==> src/rtl/core/cpet_pkg.sv <==
// Shared types for the collider pair event tracker.
// Event codes and the command and status groups between controller and datapath.
// No dependencies.
`timescale 1ns / 1ps
`default_nettype none

package cpet_pkg;

  typedef enum logic [1:0] {
    EV_NONE  = 2'd0,
    EV_ENTER = 2'd1,
    EV_STAY  = 2'd2,
    EV_EXIT  = 2'd3
  } event_e;

  typedef struct packed {
    logic clr_en;
    logic load;
    logic commit;
  } cmd_t;

  typedef struct packed {
    logic clr_last;
  } status_t;

endpackage

`default_nettype wire

==> src/rtl/core/cpet_ctrl.sv <==
// Controller for the collider pair event tracker: clearing pass, accept, evaluate.
// Drives cpet_pkg::cmd_t to the datapath and reads cpet_pkg::status_t back.
// Depends on cpet_pkg.
`timescale 1ns / 1ps
`default_nettype none

module cpet_ctrl (
  input  wire                clk_i,
  input  wire                rst_ni,
  input  wire                in_valid_i,
  output logic               in_ready_o,
  output logic               out_valid_o,
  input  wire                out_ready_i,
  input  cpet_pkg::status_t  status_i,
  output cpet_pkg::cmd_t     cmd_o
);
  import cpet_pkg::*;

  typedef enum logic [1:0] {
    ST_CLEAR,
    ST_IDLE,
    ST_EVAL
  } state_e;

  state_e state_q, state_d;
  logic   out_valid_q, out_valid_d;

  assign in_ready_o  = (state_q == ST_IDLE);
  assign out_valid_o = out_valid_q;

  always_comb begin
    cmd_o.clr_en = (state_q == ST_CLEAR);
    cmd_o.load   = in_valid_i && (state_q == ST_IDLE);
    cmd_o.commit = (state_q == ST_EVAL) && (!out_valid_q || out_ready_i);
  end

  always_comb begin
    state_d     = state_q;
    out_valid_d = out_valid_q;
    if (out_valid_q && out_ready_i) begin
      out_valid_d = 1'b0;
    end
    unique case (state_q)
      ST_CLEAR: begin
        if (status_i.clr_last) begin
          state_d = ST_IDLE;
        end
      end
      ST_IDLE: begin
        if (in_valid_i) begin
          state_d = ST_EVAL;
        end
      end
      ST_EVAL: begin
        if (!out_valid_q || out_ready_i) begin
          state_d     = ST_IDLE;
          out_valid_d = 1'b1;
        end
      end
      default: begin
        state_d = ST_CLEAR;
      end
    endcase
  end

  always_ff @(posedge clk_i or negedge rst_ni) begin
    if (!rst_ni) begin
      state_q     <= ST_CLEAR;
      out_valid_q <= 1'b0;
    end else begin
      state_q     <= state_d;
      out_valid_q <= out_valid_d;
    end
  end

  a_load_to_eval: assert property (@(posedge clk_i) disable iff (!rst_ni)
    cmd_o.load |=> (state_q == ST_EVAL))
    else $error("accepted transaction did not enter evaluation");

  a_valid_from_commit: assert property (@(posedge clk_i) disable iff (!rst_ni)
    $rose(out_valid_q) |-> $past(cmd_o.commit))
    else $error("result raised without a commit");

  a_clear_ends: assert property (@(posedge clk_i) disable iff (!rst_ni)
    (status_i.clr_last && (state_q == ST_CLEAR)) |=> (state_q == ST_IDLE))
    else $error("clearing pass did not end at the last entry");

  a_no_commit_in_clear: assert property (@(posedge clk_i) disable iff (!rst_ni)
    cmd_o.clr_en |-> !cmd_o.commit && !cmd_o.load)
    else $error("table access during clearing pass");

endmodule

`default_nettype wire

==> config.mk <==
export PLATFORM = sky130hd
export DESIGN_NAME = cpet_ctrl
export DESIGN_NICKNAME = d
export VERILOG_FILES = /design/src/rtl/core/cpet_pkg.sv /design/src/rtl/core/cpet_ctrl.sv
export SDC_FILE = /design/constraint.sdc
export NUM_CORES = 1
export LEC_CHECK = 0
export BUFFER_PORTS_ARGS = -buffer_cell sky130_fd_sc_hd__buf_2
export CAP_MARGIN = 20
export CORE_AREA = 5 5 42 44
export CTS_CLUSTER_DIAMETER = 120
export DETAILED_ROUTE_END_ITERATION = 8
export DIE_AREA = 0 0 47 49
export GPL_TIMING_DRIVEN = 1
export PLACE_DENSITY = 0.3
export SETUP_SLACK_MARGIN = 0.5
export SLEW_MARGIN = 10
export SYNTH_ARGS = -nofsm -noshare
export SYNTH_HDL_FRONTEND = slang
export SYNTH_SLANG_ARGS = --single-unit
==> constraint.sdc <==
create_clock -name clk_i -period 0.96 [get_ports clk_i]
set_input_delay 0.192 -clock clk_i [delete_from_list [all_inputs] [get_ports clk_i]]
set_output_delay 0.192 -clock clk_i [all_outputs]
set_load 0.01 [all_outputs]
==> results.json, run 1 <==
{
  "max-cap-violations": 0,
  "slew_violations": 0,
  "timing.critical_path.required_ns": 0.77,
  "cts.sinks": 3,
  "critical_path.max_fanout": 5,
  "timing.critical_path.slowest_stage_cell": "dfrtp_2",
  "list_of_cells_traversed_by_the_critical_path": "and3b_1, buf_2",
  "critPathLaunchType": "flip-flop",
  "worstMarginPinSlew_ns": 0.1277,
  "remaining_drcs": 0,
  "tritoncts.num_buffers": 3,
  "critical_path_buf_inv_count": 1,
  "setup-violations-final": 6,
  "final_cell_mix": "buf_2, buf_4, inv_1, clkbuf_4, dfrtp_2",
  "cts-htree-levels": 1,
  "post_place_cells": 41,
  "clockRootBuffer": "clkbuf_4",
  "max-vdd-ir-drop_v": 0.001366,
  "mostFrequentLayoutCell": "buf_2",
  "clkSlewWorstSetupHoldPaths_ns": 0.04,
  "power_report.internal_total_uw": 661.5,
  "die_h_um": 49,
  "syn-cell-area_sq_um": 155.1,
  "synth-warning-count": 0,
  "total_power_mw": 1.013,
  "clock_tree_from_tritoncts": "done",
  "swShare": 0.3473,
  "drive_gt1_frac": 0.6471,
  "global_route.usage.total": 0.05430,
  "leakagePower_nw": 0.1711,
  "finalWorstPathRequiredPeriod_ns": 1.238,
  "power_density_relative_to_cell_area_nw_per_um2": 3202,
  "combPwrFrac": 0.510,
  "ys_seq_area_frac": 0.4839,
  "syn_inst": 16,
  "syn_nets": 21,
  "n_fill_cell": 156,
  "route.final.wire_length_um": 501,
  "max_slew_margin": 0.9143,
  "hold_class": "in2reg",
  "hold_violations": 0,
  "synth-seq-cells": 3,
  "route.vias.total": 181,
  "timing.critical_path.arrival_ns": 1.05,
  "top_level_ports": 10,
  "power.clock.fraction": 0.230,
  "finish.cell_count_without_fillers": 50,
  "detailedPlacementHpwl_um": 331.2,
  "synth_cell_type_count": 12,
  "final_nets": 40,
  "worst_skew_pair.late_latency_ns": 0.24,
  "antenna_found_initial": 0,
  "r2r_setup_slk_ns": -0.06,
  "power_switching_uw": 352.0,
  "route.antenna.remaining_nets": 0,
  "place.port_buffers": 9,
  "rsz0062_at_grt": "true",
  "grt_pass1_wl_um": 793,
  "preCtsSetupSlack_ns": -0.05353,
  "detailedRoute.firstPassIterationCount": 2,
  "fin_setup_tns_ns": -1.157,
  "via_per_inst": 3.620,
  "grt_start_max_net_pins": 7,
  "count_of_antenna_diodes_in_the_layout": 0,
  "fp.dieArea_sq_um": 2303,
  "final.setup_skew_ns": 0.004313,
  "fmax_mhz": 807.7,
  "worstSetupPathType": "reg2out",
  "cts_buffer_depth": 2,
  "floorplan.rows": 14,
  "area_growth_pct": 104.0,
  "cp-end-kind": "output port",
  "chipWidth_um": 47,
  "initial_cell_density_of_the_core": 0.1107,
  "drt_iter0_markers": 4,
  "outcome": "finished with violations",
  "failed_checks": "negative setup slack",
  "seq_power_share": 0.260,
  "core-area_sq_um": 1401,
  "final.setup.worst_slack_ns": -0.2781,
  "vias_in_the_first_global_route": 189,
  "final-seq-area_sq_um": 77.57,
  "multi_input_combinational_cell_area_sq_um": 90.09,
  "critical_path.top_delay_family": "flip-flops",
  "globalplace.congestion": 0.6630,
  "synthesis.area_per_instance_sq_um": 9.697,
  "slowest_cell_delay_on_critical_path_ns": 0.43,
  "wl_per_cell_um": 10.02,
  "post-route-period-util": 1.290,
  "grt_overflow": 0
}
-- cell type report --
cell class,count,share of cell area
repair buffers,14,0.2885
well taps,16,0.06324
clock buffers,4,0.08300
multi-input cells,10,0.2846
flip-flops and latches,3,0.2451
inverters,3,0.03557
-- worst paths after layout --
check,cells past startpoint,to,start
worst max-delay path,2,cmd_o[1],state_q[1]$_DFFE_PN0P_
worst min-delay path,2,out_valid_o$_DFF_PN0_,out_ready_i
worst max register to register,4,state_q[0]$_DFFE_PN0P_,state_q[1]$_DFFE_PN0P_
worst min register to register,1,state_q[1]$_DFFE_PN0P_,state_q[0]$_DFFE_PN0P_
max in group asynchronous,2,state_q[0]$_DFFE_PN0P_,rst_ni
min in group asynchronous,2,out_valid_o$_DFF_PN0_,rst_ni
-- power by group through the flow --
stage                     Clock [mW]  Combinational, mW  Sequential, mW
final                          0.233              0.517           0.264
after global routing           0.273              0.554           0.279
after CTS                      0.240              0.349           0.253
after detailed placement           0              0.313           0.257
after global placement             0              0.315           0.251
after floorplan                    0              0.186           0.251
-- cells by family after synthesis --
family | synth area share
DFF | 0.4839
buffers and inverters | 0.07258
and+or+nand+nor | 0.2097
AOI/OAI and AO/OA | 0.2338
-- stage by stage --
step / utilization / hold WS [ns] / instance area [sq um]
floorplan: - / -0.1036 / 161.4
global placement: 0.1616 / -0.006145 / 226.5
CTS: 0.1938 / 0.1622 / 271.5
detailed placement: 0.1616 / -0.009129 / 226.5
finish: 0.2259 / 0.1711 / 316.6
global route: 0.2259 / 0.1582 / 316.6
-- cell usage after synthesis --
master | n | area, sq um
a21oi_1 | 1 | 5.000
nor2b_1 | 1 | 6.260
o21ai_0 | 1 | 5.000
and3b_1 | 1 | 8.760
inv_1 | 3 | 11.26
nor2_1 | 1 | 3.750
nand2b_1 | 1 | 6.260
nand3b_1 | 1 | 7.510
o21bai_1 | 1 | 7.510
dfrtp_1 | 3 | 75.07
o21ba_1 | 1 | 10.01
a22o_1 | 1 | 8.760
-- state kept, by name, indices dropped and copies added (netlist names) --
name / flops
state_q: 2
out_valid_o: 1
-- routing by layer --
layer / GRT usage / vias to the layer above / wire length (um)
li1: - / 89 / -
met1: 0.06843 / 80 / 245
met5: 0 / - / 0
met4: 0.02765 / 0 / 0
met2: 0.04751 / 12 / 174
met3: 0.07011 / 0 / 81
-- what timing repair did --
action / CTS / global route
setup buffers: 1 / 3
pin swaps: 2 / 1
gates resized for setup: 1 / 5
endpoints found under the setup margin: 8 / 8
endpoints found under the hold margin: 3 / 0
hold buffers: 1 / 0
Note: power is estimated with default switching activity, not from simulation.
==> run 2, diff against run 1 <==
--- a/config.mk
+++ b/config.mk
@@ -5,6 +5,7 @@
 export SDC_FILE = /design/constraint.sdc
 export NUM_CORES = 1
 export LEC_CHECK = 0
+export ABC_AREA = 1
 export BUFFER_PORTS_ARGS = -buffer_cell sky130_fd_sc_hd__buf_2
 export CAP_MARGIN = 20
 export CORE_AREA = 5 5 42 44
@@ -13,6 +14,7 @@
 export DIE_AREA = 0 0 47 49
 export GPL_TIMING_DRIVEN = 1
 export PLACE_DENSITY = 0.3
+export REMOVE_ABC_BUFFERS = 1
 export SETUP_SLACK_MARGIN = 0.5
 export SLEW_MARGIN = 10
 export SYNTH_ARGS = -nofsm -noshare
==> results.json, run 2 <==
{
  "outcome": "finished with violations",
  "failed_checks": "negative setup slack",
  "critical_path.max_fanout": 4,
  "drive_gt1_frac": 0.6905,
  "core-area_sq_um": 1401,
  "cp-end-kind": "output port",
  "synth_enable_flop_cells": 0,
  "vias_in_the_first_global_route": 208,
  "rsz0062_at_grt": "true",
  "grt_overflow": 0,
  "via_per_inst": 3.414,
  "place.port_buffers": 9,
  "floorplan.rows": 14,
  "route.vias.total": 198,
  "detailedPlacementHpwl_um": 326.1,
  "worst_skew_pair.late_latency_ns": 0.23,
  "setup-violations-final": 8,
  "grt_start_max_net_pins": 5,
  "route.final.wire_length_um": 514,
  "synth_commonest_cells": "inv_1, dfrtp_1, nand2_1",
  "r2r_setup_slk_ns": -0.16,
  "synth-warning-count": 0,
  "netlist.top_cell.by_area": "dfrtp_1",
  "reg2reg_from": "state_q[0]$_DFFE_PN0P_",
  "globalplace.congestion": 0.6887,
  "final.setup_skew_ns": 0.002896,
  "worstSetupEndpoint": "cmd_o[0]",
  "tritoncts.num_buffers": 3,
  "antenna_found_initial": 0,
  "grt_pass1_wl_um": 821,
  "multi_input_combinational_cell_area_sq_um": 86.33,
  "global_route.usage.total": 0.05363,
  "critPathLaunchType": "flip-flop",
  "die_h_um": 49,
  "synth-seq-cells": 3,
  "n_fill_cell": 166,
  "finalInstanceArea_sq_um": 349.1,
  "wl_per_cell_um": 8.862,
  "final.setup.worst_slack_ns": -0.2348,
  "fin_setup_tns_ns": -1.166,
  "post_synth_main_area_contributors": "dfrtp_1, inv_1, nand2_1",
  "max-cap-violations": 0,
  "synthesis.area_per_instance_sq_um": 7.757,
  "ys_seq_area_frac": 0.4839,
  "drt_iter0_markers": 1,
  "area_growth_pct": 125.0,
  "timing.critical_path.required_ns": 0.77,
  "final-seq-area_sq_um": 75.07,
  "hold_violations": 0,
  "count_of_antenna_diodes_in_the_layout": 0,
  "chipWidth_um": 47,
  "syn-cell-area_sq_um": 155.1,
  "worstSetupPathType": "reg2out",
  "remaining_drcs": 0,
  "final_cell_mix": "buf_2, buf_4, inv_1, clkbuf_4, dfrtp_1",
  "cts.sinks": 3,
  "whs_ns": 0.2826,
  "top_register": "state_q",
  "post-route-period-util": 1.245,
  "slew_violations": 0,
  "power_density_relative_to_cell_area_nw_per_um2": 3042,
  "fmax_mhz": 837.0,
  "clkSlewWorstSetupHoldPaths_ns": 0.03,
  "cts-htree-levels": 1,
  "startpoint": "state_q[0]$_DFFE_PN0P_",
  "rr_endpoint": "state_q[0]$_DFFE_PN0P_",
  "detailedRoute.firstPassIterationCount": 2,
  "top_level_ports": 10,
  "max_slew_margin": 0.8647,
  "hold_class": "in2reg",
  "mostFrequentLayoutCell": "buf_2",
  "clockRootBuffer": "clkbuf_4",
  "synth_most_common_cell": "inv_1",
  "leakagePower_nw": 0.1924,
  "max-vdd-ir-drop_v": 0.0009000,
  "timing.reg2reg.worst_path_depth": 7,
  "final_nets": 48,
  "dominantRegCellSynth": "dfrtp_1",
  "largest_register_ff_count": 2,
  "fp.dieArea_sq_um": 2303,
  "synth_largest_type_area_fraction": 0.4839,
  "postSynth.asyncResetShare": 1.000,
  "route.antenna.remaining_nets": 0,
  "clock_tree_from_tritoncts": "done",
  "timing.critical_path.arrival_ns": 1.00,
  "synth_cell_type_count": 12,
  "finalWorstPathRequiredPeriod_ns": 1.195,
  "worstMarginPinSlew_ns": 0.2009,
  "cts_buffer_depth": 2,
  "placed_area_sq_um": 235.2,
  "syn_inst": 20,
  "initial_cell_density_of_the_core": 0.1107
}
## run 2: changes by cell type in the layout (fill, tap and decap cells not counted), sizes merged, moves of 2 or more
| cell | previous run | this run |
|---|---|---|
| nor2 | 1 | 3 |
| buf | 13 | 17 |
| inv | 3 | 5 |
| nand2 | 0 | 4 |
## run 2: what timing repair did
item / in CTS / in global routing
gates resized for setup: 5 / 4
hold buffers: 1 / 0
endpoints found under the hold margin: 3 / 0
pin swaps: 0 / 3
buffers inserted: 2 / 4
endpoints found under the setup margin: 8 / 8
## run 2: cell families after synthesis
| group | after synthesis | share of synthesized area |
|---|---|---|
| buf+inv | 5 | 0.1209 |
| flops | 3 | 0.4839 |
| compound gates | 4 | 0.1613 |
| simple gates | 8 | 0.2339 |
## run 2: per-layer routing
layer / track usage / routed length (um)
met1: 0.05973 / 230
met2: 0.05656 / 197
met4: 0.05530 / 0
met5: 0 / 0
met3: 0.04428 / 87
## run 2: report_power, final
group          total [mW]  switching, mW  internal (mW)  leakage (nW)
sequential          0.243         0.0597          0.183        0.0383
clock               0.221         0.0650          0.156        0.0150
combinational       0.598          0.280          0.319         0.139
## run 2: final cells by class
cell class / count / area share
Clock buffer: 4 / 0.07527
Inverter: 5 / 0.05376
Multi-Input combinational cell: 12 / 0.2473
Sequential cell: 3 / 0.2151
Tap cell: 16 / 0.05735
Timing Repair Buffer: 18 / 0.3513
## run 2: worst min-delay path by stage
stage / end / slack [ns] / from / depth (start not counted)
detailed placement: out_valid_o$_DFF_PN0_ / -0.007 / rst_ni / 1
floorplan: out_valid_o$_DFF_PN0_ / -0.10 / rst_ni / 0
global route: out_valid_o$_DFF_PN0_ / 0.30 / rst_ni / 2
CTS: state_q[0]$_DFFE_PN0P_ / 0.27 / status_i / 3
finish: state_q[0]$_DFFE_PN0P_ / 0.28 / status_i / 3
global placement: out_valid_o$_DFF_PN0_ / -0.01 / rst_ni / 1
## run 2: through the flow
step	std cells	setup WS, ns	utilization	total power, mW
floorplan	20	0.04727	-	0.4366
finish	58	-0.2348	0.2491	1.062
global placement	47	-0.004775	0.1679	0.6273
CTS	54	-0.2437	0.2205	0.9433
global route	58	-0.2956	0.2491	1.151
detailed placement	47	0.0008534	0.1679	0.6155
## run 2: critical path, stage by stage, from the launching register on
cell and delay [ns]:
dfrtp_1 0.41, inv_2 0.09, nand2_4 0.05, a21oi_2 0.08
buf_2 0.13
==> run 3, diff against run 2 <==
--- a/config.mk
+++ b/config.mk
@@ -13,6 +13,7 @@
 export DETAILED_ROUTE_END_ITERATION = 8
 export DIE_AREA = 0 0 47 49
 export GPL_TIMING_DRIVEN = 1
+export MAX_ROUTING_LAYER = met4
 export PLACE_DENSITY = 0.3
 export REMOVE_ABC_BUFFERS = 1
 export SETUP_SLACK_MARGIN = 0.5
==> constraint.sdc (replaced) <==
create_clock -name clk_i -period 0.96 [get_ports clk_i]
set_input_delay 0.144 -clock clk_i [delete_from_list [all_inputs] [get_ports clk_i]]
set_output_delay 0.144 -clock clk_i [all_outputs]
set_load 0.01 [all_outputs]
==> results.json, run 3 (synthesis results as in run 2) <==
{
  "cp-end-kind": "output port",
  "power_density_relative_to_cell_area_nw_per_um2": 3282,
  "failed_checks": "negative setup slack",
  "timing.critical_path.required_ns": 0.82,
  "critPathLaunchType": "flip-flop",
  "critical_path.top_delay_family": "flip-flops",
  "die_h_um": 49,
  "leakagePower_nw": 0.1855,
  "clock_tree_from_tritoncts": "done",
  "tritoncts.num_buffers": 3,
  "finalWorstPathRequiredPeriod_ns": 1.169,
  "global_route.usage.total": 0.06006,
  "via_per_inst": 3.655,
  "route.antenna.remaining_nets": 0,
  "floorplan.rows": 14,
  "chipWidth_um": 47,
  "route.final.wire_length_um": 529,
  "clkSlewWorstSetupHoldPaths_ns": 0.04,
  "final_util": 0.2482,
  "fmax_mhz": 855.1,
  "grt_pass1_wl_um": 903,
  "worstMarginPinSlew_ns": 0.1448,
  "hold_class": "in2reg",
  "crit_cells": 4,
  "list_of_cells_traversed_by_the_critical_path": "inv_2, nand2_2, a21oi_2, buf_2",
  "route.vias.total": 212,
  "preCtsSetupSlack_ns": 0.03713,
  "detailedRoute.firstPassIterationCount": 2,
  "post-route-period-util": 1.218,
  "max-vdd-ir-drop_v": 0.001286,
  "worstSetupEndpoint": "cmd_o[0]",
  "cts.sinks": 3,
  "max-cap-violations": 0,
  "initial_cell_density_of_the_core": 0.1107,
  "clockRootBuffer": "clkbuf_4",
  "vias_in_the_first_global_route": 209,
  "max_slew_margin": 0.9035,
  "detailedPlacementHpwl_um": 360.9,
  "final.setup_skew_ns": 0.001493,
  "count_of_antenna_diodes_in_the_layout": 0,
  "core-area_sq_um": 1401,
  "outcome": "finished with violations",
  "final_cell_mix": "buf_2, buf_4, inv_2, clkbuf_4",
  "rr_endpoint": "state_q[0]$_DFFE_PN0P_",
  "rsz0062_at_grt": "true",
  "total_power_mw": 1.142,
  "final.setup.worst_slack_ns": -0.2094,
  "worstSetupPathType": "reg2out",
  "critical_path.max_fanout": 4,
  "final_nets": 48,
  "drt_iter0_markers": 1,
  "grt_overflow": 0,
  "startpoint": "state_q[0]$_DFFE_PN0P_",
  "globalplace.congestion": 0.6789,
  "whs_ns": 0.1860,
  "area_growth_pct": 124.2,
  "remaining_drcs": 0,
  "finalInstanceArea_sq_um": 347.8,
  "cts-htree-levels": 1,
  "grt_start_max_net_pins": 5,
  "slowest_cell_delay_on_critical_path_ns": 0.43,
  "top_register": "state_q",
  "setup-violations-final": 5,
  "worst_skew_pair.late_latency_ns": 0.23,
  "largest_register_ff_count": 2,
  "hold_violations": 0,
  "drive_gt1_frac": 0.7619,
  "fp.dieArea_sq_um": 2303,
  "place.port_buffers": 9,
  "wl_per_cell_um": 9.121,
  "cts_buffer_depth": 2,
  "r2r_setup_slk_ns": -0.20,
  "placed_area_sq_um": 227.7,
  "slew_violations": 0,
  "timing.critical_path.slowest_stage_cell": "dfrtp_2",
  "critical_path_buf_inv_count": 2,
  "timing.critical_path.arrival_ns": 1.03,
  "top_level_ports": 10,
  "timing.reg2reg.worst_path_depth": 7,
  "antenna_found_initial": 0,
  "reg2reg_from": "state_q[0]$_DFFE_PN0P_"
}
-- run 3: metrics by stage --
stage	setup TNS (ns)	cells
3_5_place_dp	0	46
5_1_grt	-1.215	58
6_report	-0.8983	58
2_1_floorplan	0	20
3_3_place_gp	0	46
4_1_cts	-0.8155	55
-- run 3: area by class of cell --
class / count / area, sq um
multi-input cells: 12 / 85.08
inverters: 5 / 18.77
well taps: 16 / 20.02
repair buffers: 18 / 121.4
flip-flops and latches: 3 / 76.32
fillers: 158 / 1054
clock buffers: 4 / 26.28
-- run 3: worst register-to-register path: stages (launching register included) --
cell     delay [ns]
dfrtp_2        0.40
inv_2          0.05
buf_4          0.12
buf_4          0.12
buf_4          0.12
buf_4          0.12
o21ai_2        0.05
a21oi_2        0.06
-- run 3: metal layers --
| metal | track usage | share of wire |
|---|---|---|
| met3 | 0.05904 | 0.19 |
| met1 | 0.07522 | 0.42 |
| met5 | - | 0 |
| met4 | 0.01382 | 0 |
| met2 | 0.06787 | 0.39 |
-- run 3: worst min path at each step --
stage	startpoint	endpoint	slack, ns	depth (start not counted)
3_3_place_gp	rst_ni	out_valid_o$_DFF_PN0_	-0.06	1
6_report	status_i	state_q[0]$_DFFE_PN0P_	0.19	3
5_1_grt	status_i	state_q[0]$_DFFE_PN0P_	0.20	3
2_1_floorplan	rst_ni	out_valid_o$_DFF_PN0_	-0.15	0
4_1_cts	status_i	state_q[0]$_DFFE_PN0P_	0.18	3
3_5_place_dp	rst_ni	out_valid_o$_DFF_PN0_	-0.05	1
-- run 3: power breakdown --
part / total (mW) / internal, mW / switching (mW) / leakage, nW
Sequential: 0.259 / 0.187 / 0.0715 / 0.0372
Clock: 0.226 / 0.156 / 0.0699 / 0.0150
Combinational: 0.657 / 0.373 / 0.284 / 0.133
-- run 3: timing repair --
item                                    CTS  global route
endpoints found under the hold margin     3             0
endpoints found under the setup margin    8             8
pin swaps                                 0             1
hold buffers                              1             0
gates resized for setup                   5             6
buffers inserted                          4             3
